$ cat config.mk
export PLATFORM = sky130hd
export DESIGN_NAME = dram_bank_command_scheduler
export DESIGN_NICKNAME = d
export VERILOG_FILES = /design/src/dbcs_pkg.sv /design/src/dbcs_cfg.sv /design/src/dbcs_queue.sv /design/src/dbcs_engine.sv /design/src/dram_bank_command_scheduler.sv
export SDC_FILE = /design/constraint.sdc
export NUM_CORES = 2
export LEC_CHECK = 0
export CAP_MARGIN = 25
export CORE_UTILIZATION = 60
export CTS_CLUSTER_DIAMETER = 200
export DETAILED_ROUTE_END_ITERATION = 6
export DONT_BUFFER_PORTS = 1
export GPL_TIMING_DRIVEN = 0
export PLACE_DENSITY_LB_ADDON = 0.1
export RECOVER_POWER = 50
export SLEW_MARGIN = 20
export SYNTH_ARGS = -nofsm -noshare
export SYNTH_HDL_FRONTEND = slang
export SYNTH_SLANG_ARGS = --single-unit
$ cat constraint.sdc
create_clock -name clk -period 7.95 [get_ports clk]
set_clock_uncertainty 0.2 [all_clocks]
set_input_delay 0.3975 -clock clk [delete_from_list [all_inputs] [get_ports clk]]
set_output_delay 0.3975 -clock clk [all_outputs]
set_load 0.005 [all_outputs]
$ cat src/dbcs_pkg.sv
// Shared types, constants and helpers for the DRAM bank command scheduler.
package dbcs_pkg;

  localparam int BANK_GROUPS     = 4;
  localparam int BANKS_PER_GROUP = 4;
  localparam int QUEUE_DEPTH     = 16;
  localparam int NBANKS          = BANK_GROUPS * BANKS_PER_GROUP;
  localparam int BANK_W          = $clog2(NBANKS);
  localparam int QIDX_W          = $clog2(QUEUE_DEPTH);
  localparam int QCNT_W          = $clog2(QUEUE_DEPTH + 1);
  localparam int BUS_W           = 4;

  // Fixed DRAM timings, counted in ticks
  localparam logic [7:0] T_RRD_L = 8'd6;
  localparam logic [7:0] T_RRD_S = 8'd4;
  localparam logic [7:0] T_WR    = 8'd20;
  localparam logic [7:0] T_WTR_L = 8'd12;
  localparam logic [7:0] T_WTR_S = 8'd4;
  localparam logic [7:0] T_RTP   = 8'd12;
  localparam logic [7:0] SAT     = 8'd255;

  typedef enum logic [2:0] {
    CMD_NONE = 3'd0,
    CMD_ACT  = 3'd1,
    CMD_PRE  = 3'd2,
    CMD_RD   = 3'd3,
    CMD_WR   = 3'd4
  } cmd_t;

  typedef enum logic [3:0] {
    BS_PRE        = 4'd0,
    BS_PRE_WAIT   = 4'd1,
    BS_PRECHARGED = 4'd2,
    BS_ACT        = 4'd3,
    BS_ACT_WAIT   = 4'd4,
    BS_ACTIVATED  = 4'd5,
    BS_RD         = 4'd6,
    BS_RD_WAIT    = 4'd7,
    BS_WR         = 4'd8,
    BS_WR_WAIT    = 4'd9,
    BS_BURST      = 4'd10
  } bank_st_t;

  typedef enum logic [2:0] {
    REG_BANK_PARALLEL = 3'd0,
    REG_T_RCD         = 3'd1,
    REG_T_RP          = 3'd2,
    REG_T_CAS         = 3'd3,
    REG_T_CWD         = 3'd4,
    REG_T_BURST       = 3'd5,
    REG_T_CCD_LONG    = 3'd6,
    REG_T_CCD_SHORT   = 3'd7
  } reg_idx_t;

  typedef struct packed {
    logic       bank_parallel;
    logic [5:0] t_rcd;
    logic [5:0] t_rp;
    logic [5:0] t_cas;
    logic [5:0] t_cwd;
    logic [3:0] t_burst;
    logic [5:0] t_ccd_long;
    logic [5:0] t_ccd_short;
  } cfg_t;

  typedef struct packed {
    logic [1:0]  bg;
    logic [1:0]  bk;
    logic [15:0] row;
    logic [9:0]  col;
    logic        wr;
    logic        busy;
  } qent_t;

  typedef struct packed {
    logic              enq;
    logic              set_busy;
    logic              rem;
    logic [QIDX_W-1:0] idx;
    qent_t             enq_ent;
  } q_ctl_t;

  typedef struct packed {
    bank_st_t    st;
    logic [5:0]  timer;
    logic        ov;
    logic [15:0] orow;
  } bank_a_t;

  localparam bank_a_t BANK_A_RESET = '{st: BS_PRECHARGED, timer: 6'd0, ov: 1'b0, orow: 16'd0};

  typedef struct packed {
    cmd_t        cmd;
    logic [1:0]  bg;
    logic [1:0]  bk;
    logic [15:0] rc;
    logic        acc;
    logic        full;
    logic        settled;
  } res_t;

  // A timing written as zero behaves as one
  function automatic logic [5:0] eff6(input logic [5:0] v);
    return (v == 6'd0) ? 6'd1 : v;
  endfunction

  function automatic logic [3:0] eff4(input logic [3:0] v);
    return (v == 4'd0) ? 4'd1 : v;
  endfunction

  function automatic logic [BANK_W-1:0] bank_idx(input logic [1:0] bg, input logic [1:0] bk);
    return BANK_W'(int'(bg) * BANKS_PER_GROUP + int'(bk));
  endfunction

endpackage

$ cat src/dbcs_cfg.sv
// APB register file holding the scheduler timing and mode registers.
module dbcs_cfg import dbcs_pkg::*; (
  input  logic        clk,
  input  logic        rst,
  input  logic        psel,
  input  logic        penable,
  input  logic        pwrite,
  input  logic [4:0]  paddr,
  input  logic [31:0] pwdata,
  output logic [31:0] prdata,
  output logic        pready,
  output cfg_t        cfg
);

  logic     wr_en;
  reg_idx_t ridx;

  assign pready = 1'b1;
  assign wr_en  = psel & penable & pwrite;
  assign ridx   = reg_idx_t'(paddr[4:2]);

  always_ff @(posedge clk) begin
    if (rst) begin
      cfg.bank_parallel <= 1'b0;
      cfg.t_rcd         <= 6'd24;
      cfg.t_rp          <= 6'd24;
      cfg.t_cas         <= 6'd24;
      cfg.t_cwd         <= 6'd20;
      cfg.t_burst       <= 4'd4;
      cfg.t_ccd_long    <= 6'd8;
      cfg.t_ccd_short   <= 6'd4;
    end else if (wr_en) begin
      case (ridx)
        REG_BANK_PARALLEL: cfg.bank_parallel <= pwdata[0];
        REG_T_RCD:         cfg.t_rcd         <= pwdata[5:0];
        REG_T_RP:          cfg.t_rp          <= pwdata[5:0];
        REG_T_CAS:         cfg.t_cas         <= pwdata[5:0];
        REG_T_CWD:         cfg.t_cwd         <= pwdata[5:0];
        REG_T_BURST:       cfg.t_burst       <= pwdata[3:0];
        REG_T_CCD_LONG:    cfg.t_ccd_long    <= pwdata[5:0];
        REG_T_CCD_SHORT:   cfg.t_ccd_short   <= pwdata[5:0];
        default: ;
      endcase
    end
  end

  always_comb begin
    case (ridx)
      REG_BANK_PARALLEL: prdata = {31'd0, cfg.bank_parallel};
      REG_T_RCD:         prdata = {26'd0, cfg.t_rcd};
      REG_T_RP:          prdata = {26'd0, cfg.t_rp};
      REG_T_CAS:         prdata = {26'd0, cfg.t_cas};
      REG_T_CWD:         prdata = {26'd0, cfg.t_cwd};
      REG_T_BURST:       prdata = {28'd0, cfg.t_burst};
      REG_T_CCD_LONG:    prdata = {26'd0, cfg.t_ccd_long};
      REG_T_CCD_SHORT:   prdata = {26'd0, cfg.t_ccd_short};
      default:           prdata = 32'd0;
    endcase
  end

endmodule

$ cat src/dbcs_queue.sv
// Request queue: append at the tail, mark busy, remove at any place with shift.
module dbcs_queue import dbcs_pkg::*; (
  input  logic              clk,
  input  logic              rst,
  input  q_ctl_t            ctl,
  output qent_t             rd_ent,
  output logic [QCNT_W-1:0] count
);

  qent_t q [QUEUE_DEPTH];

  assign rd_ent = q[ctl.idx];

  always_ff @(posedge clk) begin
    if (rst) begin
      count <= '0;
    end else if (ctl.enq) begin
      count <= count + QCNT_W'(1);
    end else if (ctl.rem) begin
      count <= count - QCNT_W'(1);
    end
  end

  always_ff @(posedge clk) begin
    if (ctl.enq) begin
      q[count[QIDX_W-1:0]] <= ctl.enq_ent;
    end else if (ctl.set_busy) begin
      q[ctl.idx].busy <= 1'b1;
    end else if (ctl.rem) begin
      // close the gap: every entry from the removed place on moves down one
      for (int i = 0; i < QUEUE_DEPTH - 1; i++) begin
        if (QIDX_W'(i) >= ctl.idx) q[i] <= q[i + 1];
      end
    end
  end

endmodule

$ cat src/dbcs_engine.sv
// Enqueue and tick sequencer: bank record memories, trigger, per-bank step and queue release.
module dbcs_engine import dbcs_pkg::*; (
  input  logic              clk,
  input  logic              rst,
  input  cfg_t              cfg,
  input  logic              start,
  input  logic              op,
  input  qent_t             item,
  output logic              idle,
  output q_ctl_t            qctl,
  input  qent_t             q_ent,
  input  logic [QCNT_W-1:0] q_count,
  input  logic              res_ready,
  output logic              res_valid,
  output res_t              res
);

  typedef enum logic [2:0] {
    E_IDLE, E_TRIG, E_KADDR, E_KUPD, E_SADDR, E_SUPD, E_REL, E_FIN
  } estate_t;

  estate_t           state;
  logic [QCNT_W-1:0] scan;
  logic [1:0]        step_bg, step_bk;

  // bank records: state/timer/open row, and pending row and column
  bank_a_t     mem_a   [NBANKS];
  logic [15:0] mem_row [NBANKS];
  logic [9:0]  mem_col [NBANKS];
  logic [NBANKS-1:0] a_valid, row_valid, col_valid, busy_vec, unsettled;

  logic [BANK_W-1:0] raddr, cur_bank, wb_addr, e_bank, step_bank;
  bank_a_t     rd_a, ra, wa;
  logic [15:0] rd_row, rrow, wrow;
  logic [9:0]  rd_col, rcol, wcol;
  logic        rd_av, rd_rv, rd_cv;
  logic        we_a, we_row, we_col;

  logic [7:0]       since_act [BANK_GROUPS];
  logic [7:0]       since_rd  [BANK_GROUPS];
  logic [7:0]       since_wr  [BANK_GROUPS];
  logic [7:0]       since_bwr [BANKS_PER_GROUP];
  logic [7:0]       since_act_next [BANK_GROUPS];
  logic [7:0]       since_rd_next  [BANK_GROUPS];
  logic [7:0]       since_wr_next  [BANK_GROUPS];
  logic [7:0]       since_bwr_next [BANKS_PER_GROUP];
  cmd_t             last_cmd;
  logic [1:0]       last_act_bg, last_rd_bg, last_wr_bg, last_wr_bk;
  logic [BUS_W-1:0] bus, bus_next;

  logic       rel_pend;
  logic [1:0] rel_bg, rel_bk;
  cmd_t       r_cmd;
  logic [1:0] r_bg, r_bk;
  logic [15:0] r_rc;
  logic       r_acc;

  logic        scan_in, enq_ok, last_bank;
  logic [5:0]  cwd, cas, ccdl, ccds;
  logic [3:0]  bur;
  logic [5:0]  td;
  logic [7:0]  sa, sr, sw, sb;
  logic [8:0]  wr_lat;
  logic        pre_block, act_block, rd_block, wr_block;
  cmd_t        iss;
  logic [15:0] iss_rc;
  logic        burst_go, burst_end;

  assign idle      = (state == E_IDLE);
  assign scan_in   = (scan < q_count);
  assign e_bank    = bank_idx(q_ent.bg, q_ent.bk);
  assign step_bank = bank_idx(step_bg, step_bk);
  assign raddr     = (state == E_SADDR) ? step_bank : e_bank;
  assign wb_addr   = (state == E_TRIG) ? e_bank : cur_bank;
  assign last_bank = (step_bg == 2'(BANK_GROUPS - 1)) && (step_bk == 2'(BANKS_PER_GROUP - 1));
  assign enq_ok    = (q_count < QCNT_W'(QUEUE_DEPTH)) && (int'(item.bg) < BANK_GROUPS) &&
                     (int'(item.bk) < BANKS_PER_GROUP);

  assign ra   = rd_av ? rd_a : BANK_A_RESET;
  assign rrow = rd_rv ? rd_row : 16'd0;
  assign rcol = rd_cv ? rd_col : 10'd0;

  assign cwd  = eff6(cfg.t_cwd);
  assign cas  = eff6(cfg.t_cas);
  assign ccdl = eff6(cfg.t_ccd_long);
  assign ccds = eff6(cfg.t_ccd_short);
  assign bur  = eff4(cfg.t_burst);
  assign td   = (ra.timer != 6'd0) ? ra.timer - 6'd1 : ra.timer;

  assign sa = since_act[last_act_bg];
  assign sr = since_rd[last_rd_bg];
  assign sw = since_wr[last_wr_bg];
  assign sb = since_bwr[last_wr_bk];
  assign wr_lat = 9'(cwd) + 9'(bur) - 9'd1;

  assign pre_block = ((last_cmd == CMD_RD) && (sr < T_RTP)) ||
                     ((last_cmd == CMD_WR) && (last_wr_bk == step_bk) &&
                      (last_wr_bg == step_bg) && (9'(sb) <= wr_lat + 9'(T_WR)));
  assign act_block = (last_act_bg == step_bg) ? (sa < T_RRD_L) : (sa < T_RRD_S);

  always_comb begin
    rd_block = 1'b0;
    wr_block = 1'b0;
    if (last_cmd == CMD_RD) begin
      rd_block = (last_rd_bg == step_bg) ? (sr < 8'(ccdl)) : (sr < 8'(ccds));
      wr_block = (9'(sr) + 9'(cwd)) < (9'(cas) + 9'(bur) + 9'd2);
    end else if (last_cmd == CMD_WR) begin
      rd_block = (last_wr_bg == step_bg) ? (9'(sw) <= wr_lat + 9'(T_WTR_L)) :
                                           (9'(sw) <= wr_lat + 9'(T_WTR_S));
      wr_block = (last_wr_bg == step_bg) ? (sw < 8'(ccdl)) : (sw < 8'(ccds));
    end
  end

  // Record update for the trigger, kick and bank-step phases
  always_comb begin
    wa        = ra;
    we_a      = 1'b0;
    we_row    = 1'b0;
    we_col    = 1'b0;
    wrow      = q_ent.row;
    wcol      = q_ent.col;
    iss       = CMD_NONE;
    iss_rc    = 16'd0;
    burst_go  = 1'b0;
    burst_end = 1'b0;
    case (state)
      E_TRIG: begin
        if (qctl.set_busy) begin
          we_row = 1'b1;
          we_col = 1'b1;
        end
      end
      E_KUPD: begin
        we_a = 1'b1;
        if (ra.st == BS_ACTIVATED || ra.st == BS_PRECHARGED) begin
          if (ra.ov && q_ent.row == ra.orow) begin
            wa.st  = q_ent.wr ? BS_WR : BS_RD;
            we_col = !cfg.bank_parallel;
          end else if (!ra.ov) begin
            wa.st  = BS_ACT;
            we_row = !cfg.bank_parallel;
          end else begin
            wa.st = BS_PRE;
          end
        end
      end
      E_SUPD: begin
        we_a     = 1'b1;
        wa.timer = td;
        case (ra.st)
          BS_PRE: begin
            if (!pre_block && bus == '0) begin
              iss      = CMD_PRE;
              wa.timer = eff6(cfg.t_rp) - 6'd1;
              wa.st    = BS_PRE_WAIT;
            end
          end
          BS_PRE_WAIT: begin
            if (td == 6'd0) begin
              wa.st   = BS_PRECHARGED;
              wa.ov   = 1'b0;
              wa.orow = 16'd0;
            end
          end
          BS_ACT: begin
            if (!act_block && bus == '0) begin
              iss      = CMD_ACT;
              iss_rc   = rrow;
              wa.st    = BS_ACT_WAIT;
              wa.timer = eff6(cfg.t_rcd) - 6'd1;
            end
          end
          BS_ACT_WAIT: begin
            if (td == 6'd0) begin
              wa.ov   = 1'b1;
              wa.orow = rrow;
              wa.st   = BS_ACTIVATED;
            end
          end
          BS_RD: begin
            if (!rd_block && bus == '0) begin
              iss      = CMD_RD;
              iss_rc   = {6'd0, rcol};
              wa.st    = BS_RD_WAIT;
              wa.timer = cas;
            end
          end
          BS_WR: begin
            if (!wr_block && bus == '0) begin
              iss      = CMD_WR;
              iss_rc   = {6'd0, rcol};
              wa.st    = BS_WR_WAIT;
              wa.timer = cwd;
            end
          end
          BS_RD_WAIT, BS_WR_WAIT: begin
            if (td == 6'd0 && bus == '0) begin
              wa.st    = BS_BURST;
              wa.timer = 6'(bur) - 6'd1;
              burst_go = 1'b1;
            end
          end
          BS_BURST: begin
            if (td == 6'd0) begin
              wa.st     = BS_ACTIVATED;
              burst_end = 1'b1;
              we_row    = 1'b1;
              we_col    = 1'b1;
              wrow      = 16'd0;
              wcol      = 10'd0;
            end
          end
          default: ;
        endcase
      end
      default: ;
    endcase
  end

  // Time-since counters zero on issue, bus timer loads on issue or burst; all step at the last bank
  always_comb begin
    for (int g = 0; g < BANK_GROUPS; g++) begin
      since_act_next[g] = (iss == CMD_ACT && step_bg == 2'(g)) ? 8'd0 : since_act[g];
      since_rd_next[g]  = (iss == CMD_RD && step_bg == 2'(g)) ? 8'd0 : since_rd[g];
      since_wr_next[g]  = (iss == CMD_WR && step_bg == 2'(g)) ? 8'd0 : since_wr[g];
      if (last_bank) begin
        if (since_act_next[g] != SAT) since_act_next[g] = since_act_next[g] + 8'd1;
        if (since_rd_next[g] != SAT)  since_rd_next[g]  = since_rd_next[g] + 8'd1;
        if (since_wr_next[g] != SAT)  since_wr_next[g]  = since_wr_next[g] + 8'd1;
      end
    end
    for (int b = 0; b < BANKS_PER_GROUP; b++) begin
      since_bwr_next[b] = (iss == CMD_WR && step_bk == 2'(b)) ? 8'd0 : since_bwr[b];
      if (last_bank && since_bwr_next[b] != SAT) since_bwr_next[b] = since_bwr_next[b] + 8'd1;
    end
    if (iss != CMD_NONE) bus_next = BUS_W'(1);
    else if (burst_go)   bus_next = BUS_W'(bur);
    else                 bus_next = bus;
    if (last_bank && bus_next != '0) bus_next = bus_next - BUS_W'(1);
  end

  // Queue control
  always_comb begin
    qctl          = '0;
    qctl.enq_ent  = item;
    qctl.idx      = scan[QIDX_W-1:0];
    case (state)
      E_IDLE: qctl.enq = start && op && enq_ok;
      E_TRIG: qctl.set_busy = scan_in && !q_ent.busy && !busy_vec[e_bank];
      E_REL: begin
        if (rel_pend) begin
          if (!cfg.bank_parallel) begin
            qctl.idx = '0;
            qctl.rem = (q_count != '0);
          end else begin
            qctl.rem = scan_in && q_ent.busy && q_ent.bg == rel_bg && q_ent.bk == rel_bk;
          end
        end
      end
      default: ;
    endcase
  end

  assign res_valid   = (state == E_FIN);
  assign res.cmd     = r_cmd;
  assign res.bg      = r_bg;
  assign res.bk      = r_bk;
  assign res.rc      = r_rc;
  assign res.acc     = r_acc;
  assign res.full    = (q_count == QCNT_W'(QUEUE_DEPTH));
  assign res.settled = (unsettled == '0);

  // Synchronous memories with a registered read
  always_ff @(posedge clk) begin
    rd_a     <= mem_a[raddr];
    rd_row   <= mem_row[raddr];
    rd_col   <= mem_col[raddr];
    rd_av    <= a_valid[raddr];
    rd_rv    <= row_valid[raddr];
    rd_cv    <= col_valid[raddr];
    cur_bank <= raddr;
    if (we_a)   mem_a[cur_bank]  <= wa;
    if (we_row) mem_row[wb_addr] <= wrow;
    if (we_col) mem_col[wb_addr] <= wcol;
  end

  always_ff @(posedge clk) begin
    if (rst) begin
      state       <= E_IDLE;
      scan        <= '0;
      step_bg     <= '0;
      step_bk     <= '0;
      a_valid     <= '0;
      row_valid   <= '0;
      col_valid   <= '0;
      busy_vec    <= '0;
      unsettled   <= '0;
      for (int g = 0; g < BANK_GROUPS; g++) begin
        since_act[g] <= SAT;
        since_rd[g]  <= SAT;
        since_wr[g]  <= SAT;
      end
      for (int b = 0; b < BANKS_PER_GROUP; b++) since_bwr[b] <= SAT;
      last_cmd    <= CMD_NONE;
      last_act_bg <= '0;
      last_rd_bg  <= '0;
      last_wr_bg  <= '0;
      last_wr_bk  <= '0;
      bus         <= '0;
      rel_pend    <= 1'b0;
      rel_bg      <= '0;
      rel_bk      <= '0;
      r_cmd       <= CMD_NONE;
      r_bg        <= '0;
      r_bk        <= '0;
      r_rc        <= '0;
      r_acc       <= 1'b0;
    end else begin
      if (we_a)   a_valid[cur_bank]  <= 1'b1;
      if (we_row) row_valid[wb_addr] <= 1'b1;
      if (we_col) col_valid[wb_addr] <= 1'b1;
      case (state)
        E_IDLE: begin
          if (start) begin
            r_cmd    <= CMD_NONE;
            r_bg     <= '0;
            r_bk     <= '0;
            r_rc     <= '0;
            r_acc    <= op && enq_ok;
            rel_pend <= 1'b0;
            scan     <= '0;
            step_bg  <= '0;
            step_bk  <= '0;
            if (op)                     state <= E_FIN;
            else if (cfg.bank_parallel) state <= E_TRIG;
            else if (q_count != '0)     state <= E_KADDR;
            else                        state <= E_SADDR;
          end
        end
        E_TRIG: begin
          if (scan_in) begin
            if (qctl.set_busy) busy_vec[e_bank] <= 1'b1;
            scan <= scan + QCNT_W'(1);
          end else begin
            scan  <= '0;
            state <= E_KADDR;
          end
        end
        E_KADDR: begin
          // head mode kicks the head only; bank-parallel kicks every busy entry
          if (scan_in && (!cfg.bank_parallel || q_ent.busy)) state <= E_KUPD;
          else if (scan_in) scan <= scan + QCNT_W'(1);
          else state <= E_SADDR;
        end
        E_KUPD: begin
          unsettled[cur_bank] <= !(wa.st == BS_PRECHARGED || wa.st == BS_ACTIVATED);
          scan <= scan + QCNT_W'(1);
          if (!cfg.bank_parallel) state <= E_SADDR;
          else                    state <= E_KADDR;
        end
        E_SADDR: state <= E_SUPD;
        E_SUPD: begin
          unsettled[cur_bank] <= !(wa.st == BS_PRECHARGED || wa.st == BS_ACTIVATED);
          if (burst_end) busy_vec[cur_bank] <= 1'b0;
          since_act <= since_act_next;
          since_rd  <= since_rd_next;
          since_wr  <= since_wr_next;
          since_bwr <= since_bwr_next;
          bus       <= bus_next;
          if (iss != CMD_NONE) begin
            r_cmd <= iss;
            r_bg  <= step_bg;
            r_bk  <= step_bk;
            r_rc  <= iss_rc;
          end
          case (iss)
            CMD_ACT: begin
              last_act_bg <= step_bg;
              last_cmd    <= CMD_ACT;
            end
            CMD_RD: begin
              last_rd_bg <= step_bg;
              last_cmd   <= CMD_RD;
              rel_pend   <= 1'b1;
              rel_bg     <= step_bg;
              rel_bk     <= step_bk;
            end
            CMD_WR: begin
              last_wr_bg <= step_bg;
              last_wr_bk <= step_bk;
              last_cmd   <= CMD_WR;
              rel_pend   <= 1'b1;
              rel_bg     <= step_bg;
              rel_bk     <= step_bk;
            end
            default: ;
          endcase
          if (last_bank) begin
            scan  <= '0;
            state <= E_REL;
          end else begin
            state <= E_SADDR;
            if (step_bk == 2'(BANKS_PER_GROUP - 1)) begin
              step_bk <= '0;
              step_bg <= step_bg + 2'd1;
            end else begin
              step_bk <= step_bk + 2'd1;
            end
          end
        end
        E_REL: begin
          if (!rel_pend || !cfg.bank_parallel || qctl.rem || !scan_in) state <= E_FIN;
          else scan <= scan + QCNT_W'(1);
        end
        E_FIN: begin
          if (res_ready) state <= E_IDLE;
        end
        default: state <= E_IDLE;
      endcase
    end
  end

  a_issue_bus_free: assert property (@(posedge clk) disable iff (rst)
    (state == E_SUPD && iss != CMD_NONE) |-> (bus == '0))
    else $error("command issued while data bus busy");

  a_queue_ops_exclusive: assert property (@(posedge clk) disable iff (rst)
    $onehot0({qctl.enq, qctl.set_busy, qctl.rem}))
    else $error("more than one queue operation in a cycle");

  a_column_release: assert property (@(posedge clk) disable iff (rst)
    (state == E_SUPD && (iss == CMD_RD || iss == CMD_WR)) |=> rel_pend)
    else $error("column command without queue release");

  a_count_bound: assert property (@(posedge clk) disable iff (rst)
    q_count <= QCNT_W'(QUEUE_DEPTH))
    else $error("queue count above depth");

endmodule

$ cat src/dram_bank_command_scheduler.sv
// Top level of the DRAM bank command scheduler: streams, APB and result register.
//
//  channel  dir  handshake          payload
//  s_*      in   s_tvalid/s_tready  s_tuser=op, s_tdata=request fields
//  m_*      out  m_tvalid/m_tready  m_tdata=command and status fields
//  apb      in   psel/penable       8 registers at byte address 4*i
//
// The input is ready only while the engine is idle, so a word is not taken
// until the result of the last one has gone to the result register. A tick
// word steps each bank record in turn through an address state and an update
// state for the read-modify-write of the bank memory, after a kick of the
// head request in head mode. Bank-parallel mode adds the queue trigger, kick
// and release scans.
// Reset is synchronous; all banks come up precharged with no row open.
// The result register frees the engine; a stalled output holds the next result.
module dram_bank_command_scheduler import dbcs_pkg::*; (
  input  logic        clk,
  input  logic        rst,
  input  logic        s_tvalid,
  output logic        s_tready,
  input  logic [31:0] s_tdata,   // req_bank_group, req_bank, req_row, req_col, req_is_write
  input  logic        s_tuser,   // op
  output logic        m_tvalid,
  input  logic        m_tready,
  output logic [31:0] m_tdata,   // cmd, cmd_bank_group, cmd_bank, cmd_row_or_column,
                                 // accepted, queue_full, all_banks_settled
  input  logic        psel,
  input  logic        penable,
  input  logic        pwrite,
  input  logic [4:0]  paddr,
  input  logic [31:0] pwdata,
  output logic [31:0] prdata,
  output logic        pready
);

  cfg_t              cfg;
  q_ctl_t            qctl;
  qent_t             q_ent, item;
  logic [QCNT_W-1:0] q_count;
  logic              idle, start, res_valid, res_ready;
  res_t              res;

  assign s_tready  = idle;
  assign start     = s_tvalid & s_tready;
  assign res_ready = !m_tvalid || m_tready;

  assign item.bg   = s_tdata[1:0];
  assign item.bk   = s_tdata[3:2];
  assign item.row  = s_tdata[19:4];
  assign item.col  = s_tdata[29:20];
  assign item.wr   = s_tdata[30];
  assign item.busy = 1'b0;

  dbcs_cfg u_cfg (
    .clk     (clk),
    .rst     (rst),
    .psel    (psel),
    .penable (penable),
    .pwrite  (pwrite),
    .paddr   (paddr),
    .pwdata  (pwdata),
    .prdata  (prdata),
    .pready  (pready),
    .cfg     (cfg)
  );

  dbcs_queue u_queue (
    .clk    (clk),
    .rst    (rst),
    .ctl    (qctl),
    .rd_ent (q_ent),
    .count  (q_count)
  );

  dbcs_engine u_engine (
    .clk       (clk),
    .rst       (rst),
    .cfg       (cfg),
    .start     (start),
    .op        (s_tuser),
    .item      (item),
    .idle      (idle),
    .qctl      (qctl),
    .q_ent     (q_ent),
    .q_count   (q_count),
    .res_ready (res_ready),
    .res_valid (res_valid),
    .res       (res)
  );

  always_ff @(posedge clk) begin
    if (rst) begin
      m_tvalid <= 1'b0;
    end else if (res_valid && res_ready) begin
      m_tvalid <= 1'b1;
    end else if (m_tready) begin
      m_tvalid <= 1'b0;
    end
  end

  always_ff @(posedge clk) begin
    if (res_valid && res_ready) begin
      m_tdata <= {6'd0, res.settled, res.full, res.acc, res.rc, res.bk, res.bg, res.cmd};
    end
  end

endmodule

==> flow_metrics.env <==
export IMPL_drc=5
export IMPL_gp_congestion=1.03
export IMPL_slowest_delay_ns=1.34
export IMPL_drv_slew=105
export IMPL_n_fill_cell=10400
export IMPL_total_power_mw=30.2
export IMPL_cts_path_max_buffers=3
export IMPL_max_freq_mhz=123
export IMPL_drtIter0Drc=11500
export IMPL_core_area_um2=136000
export IMPL_relSlewSlack=-0.289
export IMPL_grt_pass1_wl_um=443000
export IMPL_initial_core_util=0.608
export IMPL_min_delay_start="s_tvalid"
export IMPL_vias=69600
export IMPL_path_class="reg2reg"
export IMPL_dp_cells=9811
export IMPL_synth_edff_count=1386
export IMPL_die_x_um=373
export IMPL_dr_pass1_iters=7
export IMPL_slowest_stage="a21oi_1"
export IMPL_grt_start_max_net_pins=26
export IMPL_wl_per_cell_um=30.3
export IMPL_r2r_end="u_queue.q[10][7]$_DFFE_PP_"
export IMPL_powerDensity_nw_per_um2=324
export IMPL_syn_area_um2=82600
export IMPL_io_buffers=0
export IMPL_fin_crit_sh=1.02
export IMPL_hpwl_um=219000
export IMPL_reg2reg_slack_ns=-0.15
export IMPL_peakVddDrop_uv=297
export IMPL_clk_latency_ns=0.86
export IMPL_grt_overflow_total=0
export IMPL_ant_nets=0
export IMPL_status="finished, violations left"
export IMPL_cts_root_buf="clkbuf_16"
export IMPL_clk_pin_slew_worst_paths_ns=0.06
export IMPL_syn_inst=7884
export IMPL_period_minus_slack_ns=8.10
export IMPL_rsz0062_at_grt="true"
export IMPL_async_reset_ff_frac=0
export IMPL_via_per_inst=6.81
export IMPL_avgSynthCellArea_um2=10.5
export IMPL_final_nets=8449
export IMPL_drive_gt1_frac=0.0878
export IMPL_maxCapViolations=8
export IMPL_ys_warn_count=0
export IMPL_fin_ws_ns=-0.152
export IMPL_worstPathMaxFanout=20
export IMPL_antenna_found_initial=14
export IMPL_numCtsBuffers=181
export IMPL_hold_path_class="in2reg"
export IMPL_cp_arrival_ns=8.45
export IMPL_required_ns=8.30
export IMPL_io_pins=144
export IMPL_ys_ff_latch=1757
export IMPL_stdcell_count=10200
export IMPL_worst_setup_path_start_kind="register"
export IMPL_min_path_cells=6
export IMPL_utilization=0.687
export IMPL_yosys_most_used_dff="edfxtp_1"
export IMPL_cp_end_kind="register"
export IMPL_path_cells="buf_2, clkinv_1, a21oi_1, a22oi_1, o211ai_4, xor2_1, or4b_1, or4_1, a21oi_1, o21a_1, clkbuf_1, clkbuf_1, o21bai_4, buf_12"
export IMPL_cts_sinks=1757
export IMPL_cts_tree="yes"
export IMPL_tightestPinTransition_ns=1.92
export IMPL_die_area_um2=139000
export IMPL_setup_violations=105
export IMPL_p_leak_nw=32.3
export IMPL_grt_pass1_vias=66000
export IMPL_place_ws_ns=-0.273
export IMPL_drt_total_wl_um=310000
export IMPL_seq_area_frac_synth=0.594
export IMPL_hold_viol=0
export IMPL_htreeDepth=4
export IMPL_ff2ff_path_depth=14
export IMPL_grt_use_total=0.436
export IMPL_worstHoldEndpoint="u_engine.scan[1]$_SDFFE_PP0P_"
export IMPL_r2r_start="u_engine.scan[1]$_SDFFE_PP0P_"
export IMPL_chipHeight_um=373
export IMPL_synth_cell_type_count=104
export IMPL_rows=135
export IMPL_violations="DRC, capacitance limit, slew limit, setup timing"
export IMPL_area_growth_pct=13.1
routing by layer:
metal,up-vias,part of all wire,global-route usage
met5,-,0.00018,0
li1,29600,-,-
met4,8,0.070,0.257
met3,1165,0.14,0.130
met1,33500,0.36,0.564
met2,5414,0.43,0.652
what timing repair did:
| action | in CTS | in global routing |
|---|---|---|
| setup buffers | 0 | 1 |
| pin swaps | 0 | 1 |
| setup endpoints to repair | 100 | 103 |
| gates resized for setup | 3 | 8 |
| hold buffers | 52 | 0 |
| hold endpoints to repair | 247 | 0 |
cells in the mapped netlist (41+ instances only):
cell type	number	area, um2
mux2i_1	161	1610
dfxtp_1	371	7430
nor2_1	339	1270
a31oi_1	126	788
ha_1	91	1140
a32oi_1	41	359
buf_4	64	480
buf_1	45	169
nand2_1	1707	6410
nand2b_1	63	394
o21a_1	55	413
nor2b_1	55	344
and3_1	114	713
nand3_1	553	2770
edfxtp_1	1386	41600
o22ai_1	42	263
inv_1	165	619
nor3_1	89	445
o21ai_0	710	3550
a21o_1	44	330
a211oi_1	49	368
a21oi_1	281	1410
a311oi_1	114	998
buf_2	87	435
mux4_2	48	1080
o211ai_1	65	488
clkbuf_1	386	1450
how the worst max path moves through the flow:
stage,start,to,slack [ns]
after detailed placement,u_cfg.cfg[21]$_SDFFE_PP0P_,u_engine.bus[0]$_SDFFE_PP0P_,-0.27
final,u_engine.scan[1]$_SDFFE_PP0P_,u_queue.q[10][7]$_DFFE_PP_,-0.15
after CTS,u_cfg.cfg[21]$_SDFFE_PP0P_,u_engine.since_bwr[7]$_SDFFE_PP1P_,0.10
after global routing,u_cfg.cfg[21]$_SDFFE_PP0P_,u_engine.bus[0]$_SDFFE_PP0P_,-0.03
after floorplan,u_cfg.cfg[21]$_SDFFE_PP0P_,u_engine.bus[0]$_SDFFE_PP0P_,1.48
after global placement,u_engine.state[1]$_SDFFE_PP0P_,u_queue.q[7][5]$_DFFE_PP_,-3.58
critical path: cells and delay by family (launching register included):
family	cells	cell delay, ns
AO/OA/AOI/OAI	6	3.50
XOR/XNOR	1	0.14
buffers and inverters	5	2.51
flip-flops	1	0.37
AND/OR/NAND/NOR	2	1.05
report_power, final:
part / internal (mW) / switching [mW] / leakage, nW
logic: 2.55 / 7.55 / 13.7
clock network: 4.99 / 3.85 / 3.02
registers: 10.9 / 0.374 / 15.6
registers in the layout (all words and copies together) (netlist names), 4 cells and up:
| name | cells |
|---|---|
| m_tdata | 26 |
| u_cfg.cfg | 41 |
| u_engine.a_valid | 16 |
| u_engine.bus | 4 |
| u_engine.busy_vec | 16 |
| u_engine.col_valid | 16 |
| u_engine.cur_bank | 4 |
| u_engine.mem_a | 432 |
| u_engine.mem_col | 160 |
| u_engine.mem_row | 256 |
| u_engine.r_rc | 16 |
| u_engine.rd_a | 27 |
| u_engine.rd_col | 10 |
| u_engine.rd_row | 16 |
| u_engine.row_valid | 16 |
| u_engine.scan | 5 |
| u_engine.since_act | 32 |
| u_engine.since_bwr | 32 |
| u_engine.since_rd | 32 |
| u_engine.since_wr | 32 |
| u_engine.unsettled | 16 |
| u_queue.count | 5 |
| u_queue.q | 512 |
through the flow:
step | cell area [um2] | hold slack, ns | setup TNS, ns
global route | 93400 | 0.0659 | -0.0349
floorplan | 82800 | 0.201 | 0
CTS | 93900 | 0.0129 | 0
finish | 93400 | 0.0575 | -9.39
detailed placement | 87200 | 0.220 | -13.24
global placement | 85000 | 0.214 | -1237.33
cell usage in the layout (no fill, tap or decap), types with 33 or more instances in the layout:
cell type	instances
nand2b_1	63
buf_1	44
xnor2_1	33
buf_4	109
o22ai_1	43
nand3_1	553
and3_1	114
inv_1	166
mux4_2	48
ha_1	91
clkinv_2	43
o21ai_0	717
a31oi_1	123
nand2_1	1707
nor2b_1	55
dfxtp_1	371
nor3_1	68
a32oi_1	41
o211ai_1	65
a311oi_1	115
a21o_1	44
a211oi_1	50
mux2i_1	160
clkbuf_16	185
o21a_1	55
a21oi_1	264
dlygate4sd3_1	52
buf_2	71
nor2_1	331
clkbuf_1	482
edfxtp_1	1386
conb_1	34
layout make-up:
type | count | area (um2) | area share
Clock buffer | 242 | 5040 | 0.0540
Tap cell | 1781 | 2230 | 0.0239
Timing Repair Buffer | 178 | 1900 | 0.0203
Multi-Input combinational cell | 5368 | 30600 | 0.328
Clock inverter | 100 | 1140 | 0.0122
Sequential cell | 1757 | 49000 | 0.525
Buffer | 620 | 2790 | 0.0299
Antenna cell | 11 | 27.5 | 0.000295
Inverter | 171 | 642 | 0.00687
cells by family (layout without fill, tap and decap cells):
| family | count (synthesis) | in the layout | synth area share |
|---|---|---|---|
| buf+inv | 791 | 1311 | 0.0429 |
| other cells | 2 | 45 | 0.0000909 |
| xor+xnor | 61 | 61 | 0.00647 |
| fa+ha+maj | 97 | 97 | 0.0150 |
| simple gates | 3123 | 3123 | 0.167 |
| mux | 241 | 241 | 0.0369 |
| compound gates | 1812 | 1812 | 0.138 |
| flops | 1757 | 1757 | 0.594 |
No activity file was read; power rests on OpenSTA's default activity.
